<file path="config.mk">
export PLATFORM = sky130hd
export DESIGN_NAME = decimal_rpm_lcd_writer_top_flat
export DESIGN_NICKNAME = d
export VERILOG_FILES = /design/src/hdl/drlw_pkg.sv /design/src/hdl/drlw_in_if.sv /design/src/hdl/drlw_out_if.sv /design/src/hdl/drlw_bcd_conv.sv /design/src/hdl/drlw_seq.sv /design/src/hdl/decimal_rpm_lcd_writer_top.sv /design/src/flat_wrapper.sv
export VERILOG_INCLUDE_DIRS = /design/src /design/src/hdl
export SDC_FILE = /design/constraint.sdc
export NUM_CORES = 1
export LEC_CHECK = 0
export BUFFER_PORTS_ARGS = -buffer_cell sky130_fd_sc_hd__buf_2
export CORE_MARGIN = 2
export CORE_UTILIZATION = 25
export CTS_CLUSTER_SIZE = 25
export DETAILED_ROUTE_END_ITERATION = 6
export SLEW_MARGIN = 20
export SYNTH_ARGS = -nofsm -noshare
export SYNTH_HDL_FRONTEND = slang
export SYNTH_HIERARCHICAL = 1
export SYNTH_SLANG_ARGS = --single-unit
export TNS_END_PERCENT = 5
</file>
<file path="constraint.sdc">
create_clock -name clk -period 4.8 [get_ports clk]
set_input_delay 0.96 -clock clk [delete_from_list [all_inputs] [get_ports clk]]
set_output_delay 0.96 -clock clk [all_outputs]
set_load 0.01 [all_outputs]
</file>
<file path="src/hdl/decimal_rpm_lcd_writer_top_assert.svh">
// Assertion macros for the decimal RPM LCD writer.
// Used by drlw_seq, which checks its own control logic.
`ifndef DECIMAL_RPM_LCD_WRITER_TOP_ASSERT_SVH
`define DECIMAL_RPM_LCD_WRITER_TOP_ASSERT_SVH
`ifndef SYNTHESIS
`define DRLW_ASSERT_IMPL(lbl, clk, rst_n, ante, cons, msg) \
	lbl: assert property (@(posedge clk) disable iff (!rst_n) (ante) |-> (cons)) \
		else $error(msg);
`define DRLW_ASSERT_NEXT(lbl, clk, rst_n, ante, cons, msg) \
	lbl: assert property (@(posedge clk) disable iff (!rst_n) (ante) |=> (cons)) \
		else $error(msg);
`else
`define DRLW_ASSERT_IMPL(lbl, clk, rst_n, ante, cons, msg)
`define DRLW_ASSERT_NEXT(lbl, clk, rst_n, ante, cons, msg)
`endif
`endif

</file>
<file path="src/hdl/drlw_pkg.sv">
// Package for the decimal RPM LCD writer: widths, LCD codes, sequencer states
// and the request/response structs between the converter and the sequencer.
// No dependencies.
package drlw_pkg;

	localparam int SPEED_W    = 15;
	localparam int MAX_DIGITS = 5;
	localparam int BCD_W      = 4 * MAX_DIGITS;

	localparam logic [7:0] CMD_CLEAR = 8'h01;
	localparam logic [7:0] CMD_HOME  = 8'h80;
	localparam logic [7:0] CHR_SPACE = 8'h20;
	localparam logic [7:0] CHR_ZERO  = 8'h30;
	localparam logic [7:0] CHR_R     = 8'h52;
	localparam logic [7:0] CHR_P     = 8'h50;
	localparam logic [7:0] CHR_M     = 8'h4D;

	function automatic logic [63:0] dec_limit(input int digits);
		logic [63:0] acc;
		acc = 64'd1;
		for (int i = 0; i < digits; i++) begin
			acc = acc * 64'd10;
		end
		return acc;
	endfunction

	localparam logic [63:0] SAT_MAX = dec_limit(MAX_DIGITS) - 64'd1;

	typedef enum logic [3:0] {
		ST_IDLE,
		ST_CONV,
		ST_CLEAR,
		ST_HOME,
		ST_DIGIT,
		ST_SPACE,
		ST_R,
		ST_P,
		ST_M
	} drlw_state_t;

	typedef struct packed {
		logic               start;
		logic [SPEED_W-1:0] value;
	} conv_req_t;

	typedef struct packed {
		logic             done;
		logic [BCD_W-1:0] bcd;
	} conv_rsp_t;

endpackage

</file>
<file path="src/hdl/drlw_in_if.sv">
// Input channel: one speed value per word, valid/ready handshake.
// Depends on drlw_pkg.
interface drlw_in_if;
	import drlw_pkg::*;

	logic               valid;
	logic               ready;
	logic [SPEED_W-1:0] speed_value;

	modport source (output valid, output speed_value, input ready);
	modport sink (input valid, input speed_value, output ready);
endinterface

</file>
<file path="src/hdl/drlw_out_if.sv">
// Output channel: one LCD write per word, valid/ready handshake.
// No dependencies.
interface drlw_out_if;
	logic       valid;
	logic       ready;
	logic [7:0] lcd_byte;
	logic       register_select;
	logic       last_write;

	modport source (output valid, output lcd_byte, output register_select,
		output last_write, input ready);
	modport sink (input valid, input lcd_byte, input register_select,
		input last_write, output ready);
endinterface

</file>
<file path="src/hdl/drlw_bcd_conv.sv">
// Bit-serial binary to BCD converter (shift and add-3), one input bit per cycle.
// Depends on drlw_pkg.
module drlw_bcd_conv (
	input  logic                clk,
	input  logic                arst_n,
	input  drlw_pkg::conv_req_t req,
	output drlw_pkg::conv_rsp_t rsp
);
	import drlw_pkg::*;

	localparam int CNT_W = $clog2(SPEED_W + 1);

	logic [SPEED_W-1:0] bin_q;
	logic [BCD_W-1:0]   bcd_q;
	logic [BCD_W-1:0]   adj;
	logic [SPEED_W-1:0] sat_val;
	logic [CNT_W-1:0]   cnt_q;
	logic               busy_q;
	logic               done_q;

	always_comb begin
		if ({{(64 - SPEED_W){1'b0}}, req.value} > SAT_MAX)
			sat_val = SAT_MAX[SPEED_W-1:0];
		else
			sat_val = req.value;
	end

	always_comb begin
		logic [3:0] dig;
		for (int d = 0; d < MAX_DIGITS; d++) begin
			dig = bcd_q[4*d +: 4];
			adj[4*d +: 4] = (dig >= 4'd5) ? dig + 4'd3 : dig;
		end
	end

	always_ff @(posedge clk or negedge arst_n) begin
		if (!arst_n) begin
			busy_q <= 1'b0;
			done_q <= 1'b0;
			cnt_q  <= '0;
		end else begin
			done_q <= 1'b0;
			if (req.start) begin
				busy_q <= 1'b1;
				cnt_q  <= CNT_W'(SPEED_W);
			end else if (busy_q) begin
				cnt_q <= cnt_q - CNT_W'(1);
				if (cnt_q == CNT_W'(1)) begin
					busy_q <= 1'b0;
					done_q <= 1'b1;
				end
			end
		end
	end

	always_ff @(posedge clk) begin
		if (req.start) begin
			bin_q <= sat_val;
			bcd_q <= '0;
		end else if (busy_q) begin
			bin_q <= {bin_q[SPEED_W-2:0], 1'b0};
			bcd_q <= {adj[BCD_W-2:0], bin_q[SPEED_W-1]};
		end
	end

	assign rsp.done = done_q;
	assign rsp.bcd  = bcd_q;

endmodule

</file>
<file path="src/hdl/drlw_seq.sv">
// Write sequencer: issues clear, home, the digits with leading zeros dropped,
// then " RPM", through a registered output slot. Depends on drlw_pkg,
// drlw_in_if, drlw_out_if and the assertion header.
`include "decimal_rpm_lcd_writer_top_assert.svh"

module drlw_seq (
	input  logic                clk,
	input  logic                arst_n,
	drlw_in_if.sink             in_ch,
	drlw_out_if.source          out_ch,
	output drlw_pkg::conv_req_t req,
	input  drlw_pkg::conv_rsp_t rsp
);
	import drlw_pkg::*;

	localparam int DCNT_W = $clog2(MAX_DIGITS + 1);

	drlw_state_t       state_q, state_n;
	logic [BCD_W-1:0]  dig_q;
	logic [DCNT_W-1:0] dcnt_q;
	logic              lead_q;
	logic              out_valid_q;
	logic [7:0]        byte_q;
	logic              rs_q;
	logic              last_q;

	logic       adv;
	logic       accept;
	logic [3:0] top_dig;
	logic       skip;
	logic       emit_c;
	logic [7:0] byte_c;
	logic       rs_c;
	logic       last_c;
	logic       step;

	assign adv     = !out_valid_q || out_ch.ready;
	assign accept  = in_ch.valid && in_ch.ready;
	assign top_dig = dig_q[BCD_W-1 -: 4];
	assign skip    = lead_q && (top_dig == 4'd0) && (dcnt_q != DCNT_W'(1));
	assign step    = skip || adv;

	assign in_ch.ready = (state_q == ST_IDLE);
	assign req.start   = accept;
	assign req.value   = in_ch.speed_value;

	always_comb begin
		emit_c = 1'b0;
		byte_c = CHR_SPACE;
		rs_c   = 1'b1;
		last_c = 1'b0;
		case (state_q)
			ST_CLEAR: begin
				emit_c = 1'b1;
				byte_c = CMD_CLEAR;
				rs_c   = 1'b0;
			end
			ST_HOME: begin
				emit_c = 1'b1;
				byte_c = CMD_HOME;
				rs_c   = 1'b0;
			end
			ST_DIGIT: begin
				emit_c = !skip;
				byte_c = CHR_ZERO | {4'd0, top_dig};
			end
			ST_SPACE: begin
				emit_c = 1'b1;
				byte_c = CHR_SPACE;
			end
			ST_R: begin
				emit_c = 1'b1;
				byte_c = CHR_R;
			end
			ST_P: begin
				emit_c = 1'b1;
				byte_c = CHR_P;
			end
			ST_M: begin
				emit_c = 1'b1;
				byte_c = CHR_M;
				last_c = 1'b1;
			end
			default: begin
				emit_c = 1'b0;
			end
		endcase
	end

	always_comb begin
		state_n = state_q;
		case (state_q)
			ST_IDLE:  if (accept) state_n = ST_CONV;
			ST_CONV:  if (rsp.done) state_n = ST_CLEAR;
			ST_CLEAR: if (adv) state_n = ST_HOME;
			ST_HOME:  if (adv) state_n = ST_DIGIT;
			ST_DIGIT: if (step && dcnt_q == DCNT_W'(1)) state_n = ST_SPACE;
			ST_SPACE: if (adv) state_n = ST_R;
			ST_R:     if (adv) state_n = ST_P;
			ST_P:     if (adv) state_n = ST_M;
			ST_M:     if (adv) state_n = ST_IDLE;
			default:  state_n = ST_IDLE;
		endcase
	end

	always_ff @(posedge clk or negedge arst_n) begin
		if (!arst_n) begin
			state_q     <= ST_IDLE;
			out_valid_q <= 1'b0;
			dcnt_q      <= '0;
			lead_q      <= 1'b0;
		end else begin
			state_q <= state_n;
			if (adv)
				out_valid_q <= emit_c;
			if (state_q == ST_CONV && rsp.done) begin
				dcnt_q <= DCNT_W'(MAX_DIGITS);
				lead_q <= 1'b1;
			end else if (state_q == ST_DIGIT && step) begin
				dcnt_q <= dcnt_q - DCNT_W'(1);
				if (!skip)
					lead_q <= 1'b0;
			end
		end
	end

	always_ff @(posedge clk) begin
		if (state_q == ST_CONV && rsp.done)
			dig_q <= rsp.bcd;
		else if (state_q == ST_DIGIT && step)
			dig_q <= {dig_q[BCD_W-5:0], 4'd0};
		if (adv && emit_c) begin
			byte_q <= byte_c;
			rs_q   <= rs_c;
			last_q <= last_c;
		end
	end

	assign out_ch.valid           = out_valid_q;
	assign out_ch.lcd_byte        = byte_q;
	assign out_ch.register_select = rs_q;
	assign out_ch.last_write      = last_q;

	`DRLW_ASSERT_NEXT(a_accept_conv, clk, arst_n, accept, state_q == ST_CONV, "accept did not start conversion")
	`DRLW_ASSERT_IMPL(a_done_in_conv, clk, arst_n, rsp.done, state_q == ST_CONV, "conversion done outside conversion wait")
	`DRLW_ASSERT_IMPL(a_digit_cnt, clk, arst_n, state_q == ST_DIGIT, dcnt_q != '0, "digit state with no digits left")
	`DRLW_ASSERT_IMPL(a_last_is_m, clk, arst_n, out_valid_q && last_q, byte_q == CHR_M && rs_q, "last word is not the final character")

endmodule

</file>
<file path="src/hdl/decimal_rpm_lcd_writer_top.sv">
// Decimal RPM LCD writer, top level.
// Depends on drlw_pkg, drlw_in_if, drlw_out_if, drlw_bcd_conv and drlw_seq.
//
// Usage:
//   in_ch carries one 15-bit speed value per word. in_ch.ready is high only
//   while the block is idle; one value is taken at a time.
//   out_ch carries the LCD writes for that value, 7 to 11 words: clear and
//   cursor home with register_select low, then the decimal digits with
//   leading zeros dropped (zero shows as a single '0'), a space and "RPM"
//   with register_select high. last_write marks the 'M'.
// Conversion and sequencing:
//   The converter shifts one input bit per cycle; the first write is offered
//   once the conversion is done and the sequencer has loaded the clear
//   command into the output register. The sequencer then works through the
//   writes and the dropped leading zeros in order, and in_ch.ready returns
//   only once the 'M' is in the output register.
// Reset and stalls:
//   arst_n clears the sequencer and the output slot at once; nothing is
//   pending after reset. When out_ch.ready is low the current word holds in
//   the output register and the sequence waits; no word is lost or repeated.
module decimal_rpm_lcd_writer_top (
	input  logic       clk,
	input  logic       arst_n,
	drlw_in_if.sink    in_ch,
	drlw_out_if.source out_ch
);
	import drlw_pkg::*;

	conv_req_t conv_req;
	conv_rsp_t conv_rsp;

	drlw_bcd_conv u_conv (
		.clk    (clk),
		.arst_n (arst_n),
		.req    (conv_req),
		.rsp    (conv_rsp)
	);

	drlw_seq u_seq (
		.clk    (clk),
		.arst_n (arst_n),
		.in_ch  (in_ch),
		.out_ch (out_ch),
		.req    (conv_req),
		.rsp    (conv_rsp)
	);

endmodule
</file>
<file path="src/flat_wrapper.sv">
// flat-port wrapper written by rule: the top's interface ports become plain ports
module decimal_rpm_lcd_writer_top_flat import drlw_pkg::*;
  (clk, arst_n, in_ch_valid, in_ch_speed_value, in_ch_ready, out_ch_valid, out_ch_lcd_byte, out_ch_register_select, out_ch_last_write, out_ch_ready);
  drlw_in_if in_ch_i ();
  drlw_out_if out_ch_i ();
  input  logic clk;
  input  logic arst_n;
  input wire logic [$bits(in_ch_i.valid)-1:0] in_ch_valid;
  input wire logic [$bits(in_ch_i.speed_value)-1:0] in_ch_speed_value;
  output wire logic [$bits(in_ch_i.ready)-1:0] in_ch_ready;
  output wire logic [$bits(out_ch_i.valid)-1:0] out_ch_valid;
  output wire logic [$bits(out_ch_i.lcd_byte)-1:0] out_ch_lcd_byte;
  output wire logic [$bits(out_ch_i.register_select)-1:0] out_ch_register_select;
  output wire logic [$bits(out_ch_i.last_write)-1:0] out_ch_last_write;
  input wire logic [$bits(out_ch_i.ready)-1:0] out_ch_ready;
  assign in_ch_i.valid = in_ch_valid;
  assign in_ch_i.speed_value = in_ch_speed_value;
  assign in_ch_ready = in_ch_i.ready;
  assign out_ch_valid = out_ch_i.valid;
  assign out_ch_lcd_byte = out_ch_i.lcd_byte;
  assign out_ch_register_select = out_ch_i.register_select;
  assign out_ch_last_write = out_ch_i.last_write;
  assign out_ch_i.ready = out_ch_ready;
  decimal_rpm_lcd_writer_top u_core (.clk(clk), .arst_n(arst_n), .in_ch(in_ch_i), .out_ch(out_ch_i));
endmodule
</file>
==> reports/metrics.cfg, run 1 <==
[setup_path]
worst-path-max-fanout=30
cpMaxStageDelayCell=dfrtp_1
critPathMaxStageDelay_ns=0.56
critPathTopFamily=simple AND/OR/NAND/NOR gates
critPathLaunch=u_core/u_seq/state_q[0]
reg2regPathDepth=4
path_cells=nor4_1 > and2_2 > buf_4 > or2_2
critPathLaunchType=register
regToRegSetupSlack_ns=2.11
worstReg2RegEnd=u_core/u_conv/bin_q[0]
crit_buf_inv=1
path_class=register to register
r2r_start=u_core/u_seq/state_q[0]
crit_arrival_ns=2.68
cp.required_ns=4.79
critical_path.endpoint_type=register

[pwr]
p_leak_nw=1.83
power_density_nw_per_um2=675
peakVddDrop_mv=0.209
finalPower_mw=3.08

[detailed_routing]
routed_wl_um=7440
drc=0
drtIter0Drc=257
ant_nets=0
num_vias=2773
firstDrtPassIters=4
routed_via_density=4.47
routedWlPerCell_um=12.0

[global_route]
overflow=0
grt_util_all_layers=0.0890
first_global_vias=2776
grt_pass1_wl_um=12600
grt_antenna_before_repair=0
grt_max_degree=40

[layout]
fin_nets=433
antenna-diode-count=0
final_cells=621
postLayoutCoreUtil=0.287
drive_gt1_frac=0.188
fin_area_um2=4560
area_growth_pct=12.2

[timing]
holdWs_ns=0.466
fmax_mhz=372
grt_setup_unrepaired=false
max_slew_margin=0.484
fin_ws_ns=2.11
fin_worst_skew_ns=0.00680
worst_slew_pin_slew_ns=0.774
finalMaxSlewViolations=0
fin_crit_ns=2.69
setup_tns_ns=0
setup_violations=0
hold_viol=0
finalCritPeriodShare=0.560

[clocking]
cts_buffer_depth=2
clock_latency_ns=0.33
cts_resized=0
cts_root_buf=clkbuf_16
post_cts.repair.setup_buffers=0
cts.sinks=80
cts_buffers=9
h-tree-depth=3
clkTransAtPathRegs_ns=0.06
cts_hold_buf=0
cts_tree=done

[floorplanning]
start_util=0.256
num_rows=46
die_h_um=132
io_pins=31
dieArea_um2=17300
die_x_um=132
coreArea_um2=15900

[placement]
hpwl_um=4960
gp_congestion=0.760
dp_cells=605
io_buffer_count=30
place_ws_ns=2.10
post_dp_cell_area_um2=4280

[synth]
synth_fp_nets=426
ys_types=50
ys_seq_area_frac=0.523
ys_ff_latch=80
synth_warnings=6
syn_inst=393
syn_area_per_cell_um2=10.3
syn_area_um2=4070

[min_path]
hold_start=u_core/u_seq/dcnt_q[2]
min_to=u_core/u_seq/dcnt_q[2]
hp-class=register to register
min_path_cells=1

[status]
status=finished clean

[flow_run]
drv_cap=0

-- layer usage --
metal  vias up  global-route usage  routed length (um)
met5         -                   0                   0
met4         0              0.0477                 156
li1       1381                   -                   -
met3        13              0.0258                 350
met1      1321               0.106                3420
met2        58               0.145                3520
-- registers in the layout, summed over array words and instances (netlist names) --
register and cells:
u_core/u_conv/cnt_q 4, u_core/u_seq/out_ch.last_write 1, u_core/u_seq/dcnt_q 3, u_core/u_seq/out_ch.register_select 1
u_core/u_seq/out_ch.valid 1, u_core/u_conv/bin_q 15, u_core/u_seq/out_ch.lcd_byte 8, u_core/u_seq/dig_q 20
u_core/u_conv/busy_q 1, u_core/u_conv/bcd_q 20, u_core/u_seq/state_q 4, u_core/u_conv/done_q 1
u_core/u_seq/lead_q 1
-- kinds of logic after synthesis --
logic type / share of synthesized area
simple gates: 0.175
flops: 0.523
compound gates: 0.122
buf+inv: 0.0797
mux: 0.0486
fa+ha+maj: 0.0431
xor+xnor: 0.00861
-- final cells by class --
type | count | area (um2)
sequential | 80 | 2130
inverter | 25 | 93.8
multi-input combinational | 251 | 1620
timing repair buffer | 33 | 173
tap | 216 | 270
clock inverter | 4 | 46.3
clock buffer | 12 | 236
fill | 1661 | 11300
-- cells in the mapped netlist, drive strengths merged --
cell type | count | area, um2
nand2 | 65 | 244
edfxtp | 45 | 1350
buf | 33 | 215
inv | 25 | 93.8
a21oi | 20 | 100
dfxtp | 20 | 400
o21ai | 20 | 100
nor2 | 18 | 67.6
dfrtp | 15 | 375
ha | 14 | 175
mux2 | 14 | 158
nor3 | 9 | 50.1
nand2b | 8 | 50.1
a21o | 6 | 45.0
and2 | 6 | 37.5
nand3 | 6 | 30.0
or4b | 5 | 53.8
clkbuf | 4 | 15.0
mux2i | 4 | 40.0
nand4b | 4 | 35.0
o311ai | 4 | 35.0
or3 | 4 | 25.0
xnor2 | 4 | 35.0
a21bo | 3 | 30.0
a311oi | 3 | 45.0
a31oi | 3 | 25.0
and3 | 3 | 18.8
nand4 | 3 | 18.8
nor2b | 3 | 18.8
nor4 | 3 | 18.8
o22a | 3 | 30.0
o22ai | 3 | 18.8
o32ai | 3 | 26.3
nor3b | 2 | 20.0
nor4b | 2 | 17.5
a211oi | 1 | 7.51
a21boi | 1 | 7.51
a22o | 1 | 8.76
o21bai | 1 | 7.51
o221ai | 1 | 8.76
or2 | 1 | 6.26
-- cell usage in the layout, fill, tap and decap left out, types with 3 or more instances in the layout --
cell type,synthesis,final
nor4_1,3,3
clkbuf_16,0,9
a21oi_1,20,20
nor2_1,18,18
dfrtp_1,15,15
o21ai_0,13,12
a21o_1,6,6
edfxtp_1,45,45
nor3_1,8,8
nor2b_1,3,3
xnor2_1,4,4
and3_1,3,3
o22ai_1,3,3
mux2_2,14,14
nand4_1,3,3
and2_1,6,5
or4b_1,4,4
buf_2,13,30
or3_1,4,4
clkbuf_1,4,3
buf_4,18,3
inv_1,23,23
nand2b_1,8,8
o22a_2,3,3
dfxtp_1,20,20
o21ai_1,7,8
mux2i_1,4,4
nand3_1,6,6
o32ai_1,3,3
nand4b_1,4,4
a311oi_2,3,3
nand2_1,65,65
a21bo_2,3,3
ha_1,14,14
o311ai_1,4,4
-- where the power goes --
| part | total (mW) | switching [mW] | internal, mW |
|---|---|---|---|
| Combinational | 1.10 | 0.587 | 0.515 |
| Clock | 0.657 | 0.256 | 0.401 |
| Sequential | 1.32 | 0.246 | 1.08 |
-- worst max-delay path by stage --
stage,to,slack (ns),cells after the start
detailed placement,u_core/u_conv/bin_q[3],2.10,4
finish,u_core/u_conv/bin_q[0],2.11,4
CTS,u_core/u_conv/bin_q[0],2.12,4
floorplan,u_core/u_seq/dig_q[0],1.73,3
global route,u_core/u_conv/bin_q[0],1.94,4
global placement,u_core/u_conv/bin_q[5],2.16,4
(Power assumes the default switching activity.)
==> run 2: changes to the inputs <==
ABC_AREA = 1   (was not set)
clock period = 2.3 ns   (was 4.8 ns; I/O delays follow)
==> run 2 against run 1 <==
  * Power increased by 110%
  * Global-route usage grew 0.41 points
  * Clock skew increased by 0.0018 ns
  * Fmax up 43%
  * Sequential cell count stayed put
  * Highest routed layer unchanged
  * Critical path type unchanged
  * Register-to-register slack lost 1.7 ns
  * Largest power group unchanged
  * Routed wire length grew 0.78%
  * Utilization grew 0.54 points
  * Non-clock buffer count is 5 higher
  * Critical path depth up 3
  * Design area grew 1.9%
  * Via count is 4.8% higher
==> reports/metrics.cfg, run 2 <==
[status]
status=finished clean

[pwr]
power_density_nw_per_um2=1370
p_clk_frac=0.214
peakVddDrop_mv=0.449
power_switching_mw=2.41
seq_power_share=0.410
p_sw_frac=0.378
p_leak_nw=2.19
p_int_mw=3.96
comb_power_share=0.376

[detailed_routing]
drc=0
routed_wl_um=7500
routedWlPerCell_um=10.8
num_vias=2906
ant_nets=0
firstDrtPassIters=4
drtIter0Drc=128
routed_via_density=4.18

[setup_path]
critPathLaunchType=register
crit_end=u_core/u_conv/bin_q[12]
critPathLaunch=u_core/u_seq/state_q[3]
reg2regPathDepth=7
regToRegSetupSlack_ns=0.43
worst-path-max-fanout=23
cp.required_ns=2.32
worstReg2RegEnd=u_core/u_conv/bin_q[12]
r2r_start=u_core/u_seq/state_q[3]
critical_path.endpoint_type=register
crit_arrival_ns=1.90
path_class=register to register

[timing]
grt_setup_unrepaired=false
worst_slew_pin_slew_ns=0.418
fmax_mhz=534
setup_violations=0
finalMaxSlewViolations=0
fin_worst_skew_ns=0.00858
setup_tns_ns=0
finalCritPeriodShare=0.815
fin_crit_ns=1.87
max_slew_margin=0.721
hold_viol=0

[floorplanning]
die_h_um=131
die_x_um=131
dieArea_um2=17200
coreArea_um2=15900
io_pins=31
num_rows=46
start_util=0.255

[global_route]
grt_util_all_layers=0.0931
first_global_vias=2925
grt_max_degree=24
grt_pass1_wl_um=13100
overflow=0
grt_antenna_before_repair=0

[synth]
synth-main-ff-cell=edfxtp_1
ys_types=26
ys_ff_latch=80
yosysTopAreaCell=edfxtp_1
ys_seq_area_frac=0.525
synth_warnings=6
syn_area_um2=4050
synthTopCellsByArea=edfxtp_1, nand2_1, dfxtp_1
ys_top_cells_by_count=nand2_1, inv_1, edfxtp_1
syn_inst=451
synthArstFlopShare=0.188
synth_fp_nets=484
syn_area_per_cell_um2=8.99
synth.most_common_cell=nand2_1
yosysTopAreaCellShare=0.333
synth-edff-count=45

[layout]
final_common_cell=nand2_1
layout_common_cells=nand2_1, inv_1, edfxtp_1
drive_gt1_frac=0.163
antenna-diode-count=0
largestRegisters=u_core/u_conv/bcd_q (20), u_core/u_seq/dig_q (20), u_core/u_conv/bin_q (15)
fin_nets=508
postLayoutCoreUtil=0.293
area_growth_pct=14.7
multi_input_area_um2=1550
fill_cells=1686
seqCellArea_um2=2130

[clocking]
cts_hold_buf=0
cts.sinks=80
cts_buffers=9
cts_tree=done
cts_buffer_depth=2
clkTransAtPathRegs_ns=0.06
h-tree-depth=3
cts_root_buf=clkbuf_16
cts_resized=0
clock_latency_ns=0.33
post_cts.repair.setup_buffers=0

[min_path]
hp-class=input pin to asynchronous set/reset pin

[placement]
io_buffer_count=30
hpwl_um=5320
gp_congestion=0.839

[flow_run]
drv_cap=0

[run 2: changes by cell type after synthesis, moves of 5 or more]
cell / change
mux2_4: +11
a21oi_1: -14
nor3_1: -5
o21ai_1: -7
mux2_2: -9
nand3_1: +38
a21o_1: -6
nand2b_1: -8
buf_2: -8
nand2_1: +97
and2_1: -6
inv_1: +25
[run 2: logic make-up (layout without fill, tap and decap cells)]
group / count (synthesis) / after routing / share of synthesized area
buffers and inverters: 77 / 106 / 0.0932
adder cells (fa/ha/maj): 14 / 14 / 0.0432
multiplexers: 16 / 16 / 0.0546
flip-flops: 80 / 80 / 0.525
AO/OA/AOI/OAI: 24 / 24 / 0.0309
XOR/XNOR: 1 / 1 / 0.00216
AND/OR/NAND/NOR: 239 / 239 / 0.251
[run 2: per-layer routing]
metal | global-route usage | wire (um) | vias to the layer above | part of all wire
met5 | 0 | 0 | - | 0
met4 | 0.0411 | 141 | 0 | 0.019
met3 | 0.0301 | 306 | 11 | 0.041
met2 | 0.156 | 3640 | 50 | 0.49
met1 | 0.109 | 3410 | 1354 | 0.45
li1 | - | - | 1491 | -
[run 2: through the flow]
step	power [mW]	cells	hold slack, ns	setup slack, ns	cell area (um2)
global placement	4.89	680	0.395	0.509	4370
global route	6.92	696	0.0668	0.264	4650
CTS	6.43	696	0.0434	0.410	4650
floorplan	4.36	451	0.164	0.483	4050
finish	6.37	696	0.0406	0.426	4650
detailed placement	5.03	680	0.401	0.447	4370
[run 2: power by group through the flow]
stage | registers, mW | clock network (mW) | logic [mW]
6_report | 2.61 | 1.36 | 2.39
5_1_grt | 2.69 | 1.46 | 2.76
4_1_cts | 2.61 | 1.41 | 2.41
3_5_place_dp | 2.64 | 0 | 2.39
3_3_place_gp | 2.61 | 0 | 2.28
2_1_floorplan | 2.59 | 0 | 1.78
[run 2: area by class of cell]
type	count	area share
clock buffer	12	0.0509
timing repair buffer	38	0.0479
clock inverter	4	0.00969
inverter	52	0.0420
tap	216	0.0581
multi-input combinational	294	0.334
sequential	80	0.457
[run 2: how the worst min path moves through the flow]
stage | to | slack, ns | cells past startpoint
floorplan | u_core/u_conv/busy_q | 0.16 | 0
global placement | u_core/u_seq/out_ch.valid | 0.40 | 1
detailed placement | u_core/u_seq/out_ch.valid | 0.40 | 1
CTS | u_core/u_seq/lead_q | 0.04 | 1
global route | u_core/u_seq/out_ch.valid | 0.07 | 1
finish | u_core/u_seq/lead_q | 0.04 | 1
[run 2: critical path: stages (launching register included)]
cell	delay (ns)
dfrtp_1	0.44
nor2_4	0.21
inv_1	0.10
nor3_2	0.13
buf_4	0.31
nor2_2	0.07
inv_1	0.07
buf_4	0.23
==> run 3: changes to the inputs <==
ABC_AREA = 0   (was 1)
clock period = 1.9 ns   (was 2.3 ns; I/O delays follow)
==> run 3 against run 2 <==
  * Die area rose by 0.33%
  * First-iteration DRC count grew 63%
  * Worst setup slack got worse by 0.37 ns
  * Design area grew 4.0%
  * Highest routed layer unchanged
  * Final cell count is 7.9% lower
  * Routed wire length fell by 1.3%
  * Combinational power up 36%
  * Clock skew is 0.0039 ns lower
  * Via count shrank 2.5%
  * Global-route usage shrank 0.36 points
==> reports/metrics.cfg, run 3 (synthesis results as in run 1) <==
[status]
status=finished clean

[setup_path]
path_cells=or4b_4 > a31oi_4 > nor3_2 > nor2_2 > buf_12
worst-path-stages=5
critical_path.endpoint_type=register
path_class=register to register
critPathMaxStageDelay_ns=0.59
cpMaxStageDelayCell=or4b_4
critPathTopFamily=simple AND/OR/NAND/NOR gates
reg2regPathDepth=5
crit_buf_inv=1
crit_arrival_ns=1.89
cp.required_ns=1.95
critPathLaunchType=register
worst-path-max-fanout=10

[min_path]
hp-class=input pin to register
min_path_cells=2

[layout]
area_growth_pct=19.0
fin_nets=453
drive_gt1_frac=0.247
final_common_cell=nand2_1
layout_common_cells=nand2_1, edfxtp_1, buf_2
largestRegisters=u_core/u_conv/bcd_q (20), u_core/u_seq/dig_q (20), u_core/u_conv/bin_q (15)
fill_cells=1621
antenna-diode-count=0

[timing]
fmax_mhz=543
grt_setup_unrepaired=false
setup_tns_ns=0
hold_viol=0
worst_slew_pin_slew_ns=0.410
setup_violations=0
fin_crit_ns=1.84
max_slew_margin=0.726
fin_worst_skew_ns=0.00469
fin_ws_ns=0.0582
finalMaxSlewViolations=0
finalCritPeriodShare=0.969

[clocking]
clkTransAtPathRegs_ns=0.06
post_cts.repair.setup_buffers=0
clock_latency_ns=0.33
h-tree-depth=3
cts_tree=done
cts.sinks=80
cts_root_buf=clkbuf_16
cts_buffer_depth=2
cts_buffers=9

[detailed_routing]
routed_wl_um=7400
drtIter0Drc=208
drc=0
ant_nets=0
routedWlPerCell_um=11.5
num_vias=2833
firstDrtPassIters=5
routed_via_density=4.42

[placement]
io_buffer_count=30
place_ws_ns=0.0655
hpwl_um=5110
gp_congestion=0.754

[flow_run]
drv_cap=0

[global_route]
grt_pass1_wl_um=12800
first_global_vias=2815
grt_max_degree=38
grt_antenna_before_repair=0
grt_util_all_layers=0.0895
overflow=0

[pwr]
peakVddDrop_mv=0.485
power_density_nw_per_um2=1700
p_leak_nw=1.96

[floorplanning]
die_x_um=132
dieArea_um2=17300
num_rows=46
coreArea_um2=15900
io_pins=31
start_util=0.256
die_h_um=132

run 3: cell types whose count changed in the layout (fill, tap and decap cells not counted), sizes merged, moves of 7 or more:
cell	change
a21oi	+14
nand2	-98
buf	+14
nand3	-39
nor2	-7
inv	-24
nand2b	+8
run 3: timing repair:
| item | in CTS | in global routing |
|---|---|---|
| endpoints found under the setup margin | 0 | 46 |
| hold buffers | 1 | 0 |
| gates resized for setup | 0 | 4 |
| hold endpoints to repair | 15 | 0 |
run 3: layout make-up:
| type | count | area [um2] | area share |
|---|---|---|---|
| multi-input combinational | 251 | 1670 | 0.345 |
| tap | 216 | 270 | 0.0559 |
| sequential | 80 | 2130 | 0.440 |
| clock buffer | 9 | 225 | 0.0466 |
| timing repair buffer | 53 | 375 | 0.0776 |
| clock inverter | 7 | 77.6 | 0.0160 |
| inverter | 25 | 93.8 | 0.0194 |
run 3: worst register-to-register path, delay by kind of cell (launching register included):
family	cells	cell delay [ns]
buffers and inverters	1	0.14
and+or+nand+nor	3	0.81
DFF	1	0.43
AOI/OAI and AO/OA	1	0.18
run 3: metrics by stage:
stage	utilization	hold WS (ns)	total power, mW	area (um2)	std cells
after floorplan	-	0.0844	5.61	4120	393
after global placement	0.284	0.312	6.32	4500	624
after detailed placement	0.284	0.311	6.49	4500	624
after CTS	0.303	0.317	8.28	4820	641
after global routing	0.305	0.324	8.87	4840	641
final	0.305	0.327	8.24	4840	641
run 3: final timing paths:
path	from	endpoint	slack (ns)
max	u_core/u_seq/state_q[1]	u_core/u_seq/out_ch.lcd_byte[0]	0.06
min	in_ch_speed_value[0]	u_core/u_conv/bin_q[0]	0.33
max reg2reg	u_core/u_seq/state_q[1]	u_core/u_seq/out_ch.lcd_byte[0]	0.06
min reg2reg	u_core/u_seq/dcnt_q[2]	u_core/u_seq/dcnt_q[2]	0.47
max in group asynchronous	arst_n	u_core/u_seq/state_q[2]	1.13
min in group asynchronous	arst_n	u_core/u_seq/out_ch.valid	0.49
run 3: metal layers:
layer,wire length [um],global-route usage,part of all wire,up-vias
met4,131,0.0435,0.018,0
met3,280,0.0216,0.038,11
met5,0,0,0,-
met2,3660,0.152,0.49,51
li1,-,-,-,1426
met1,3320,0.106,0.45,1345
run 3: power by group:
part	internal (mW)	switching [mW]
combinational	1.57	1.69
sequential	2.72	0.508
clock	1.03	0.720
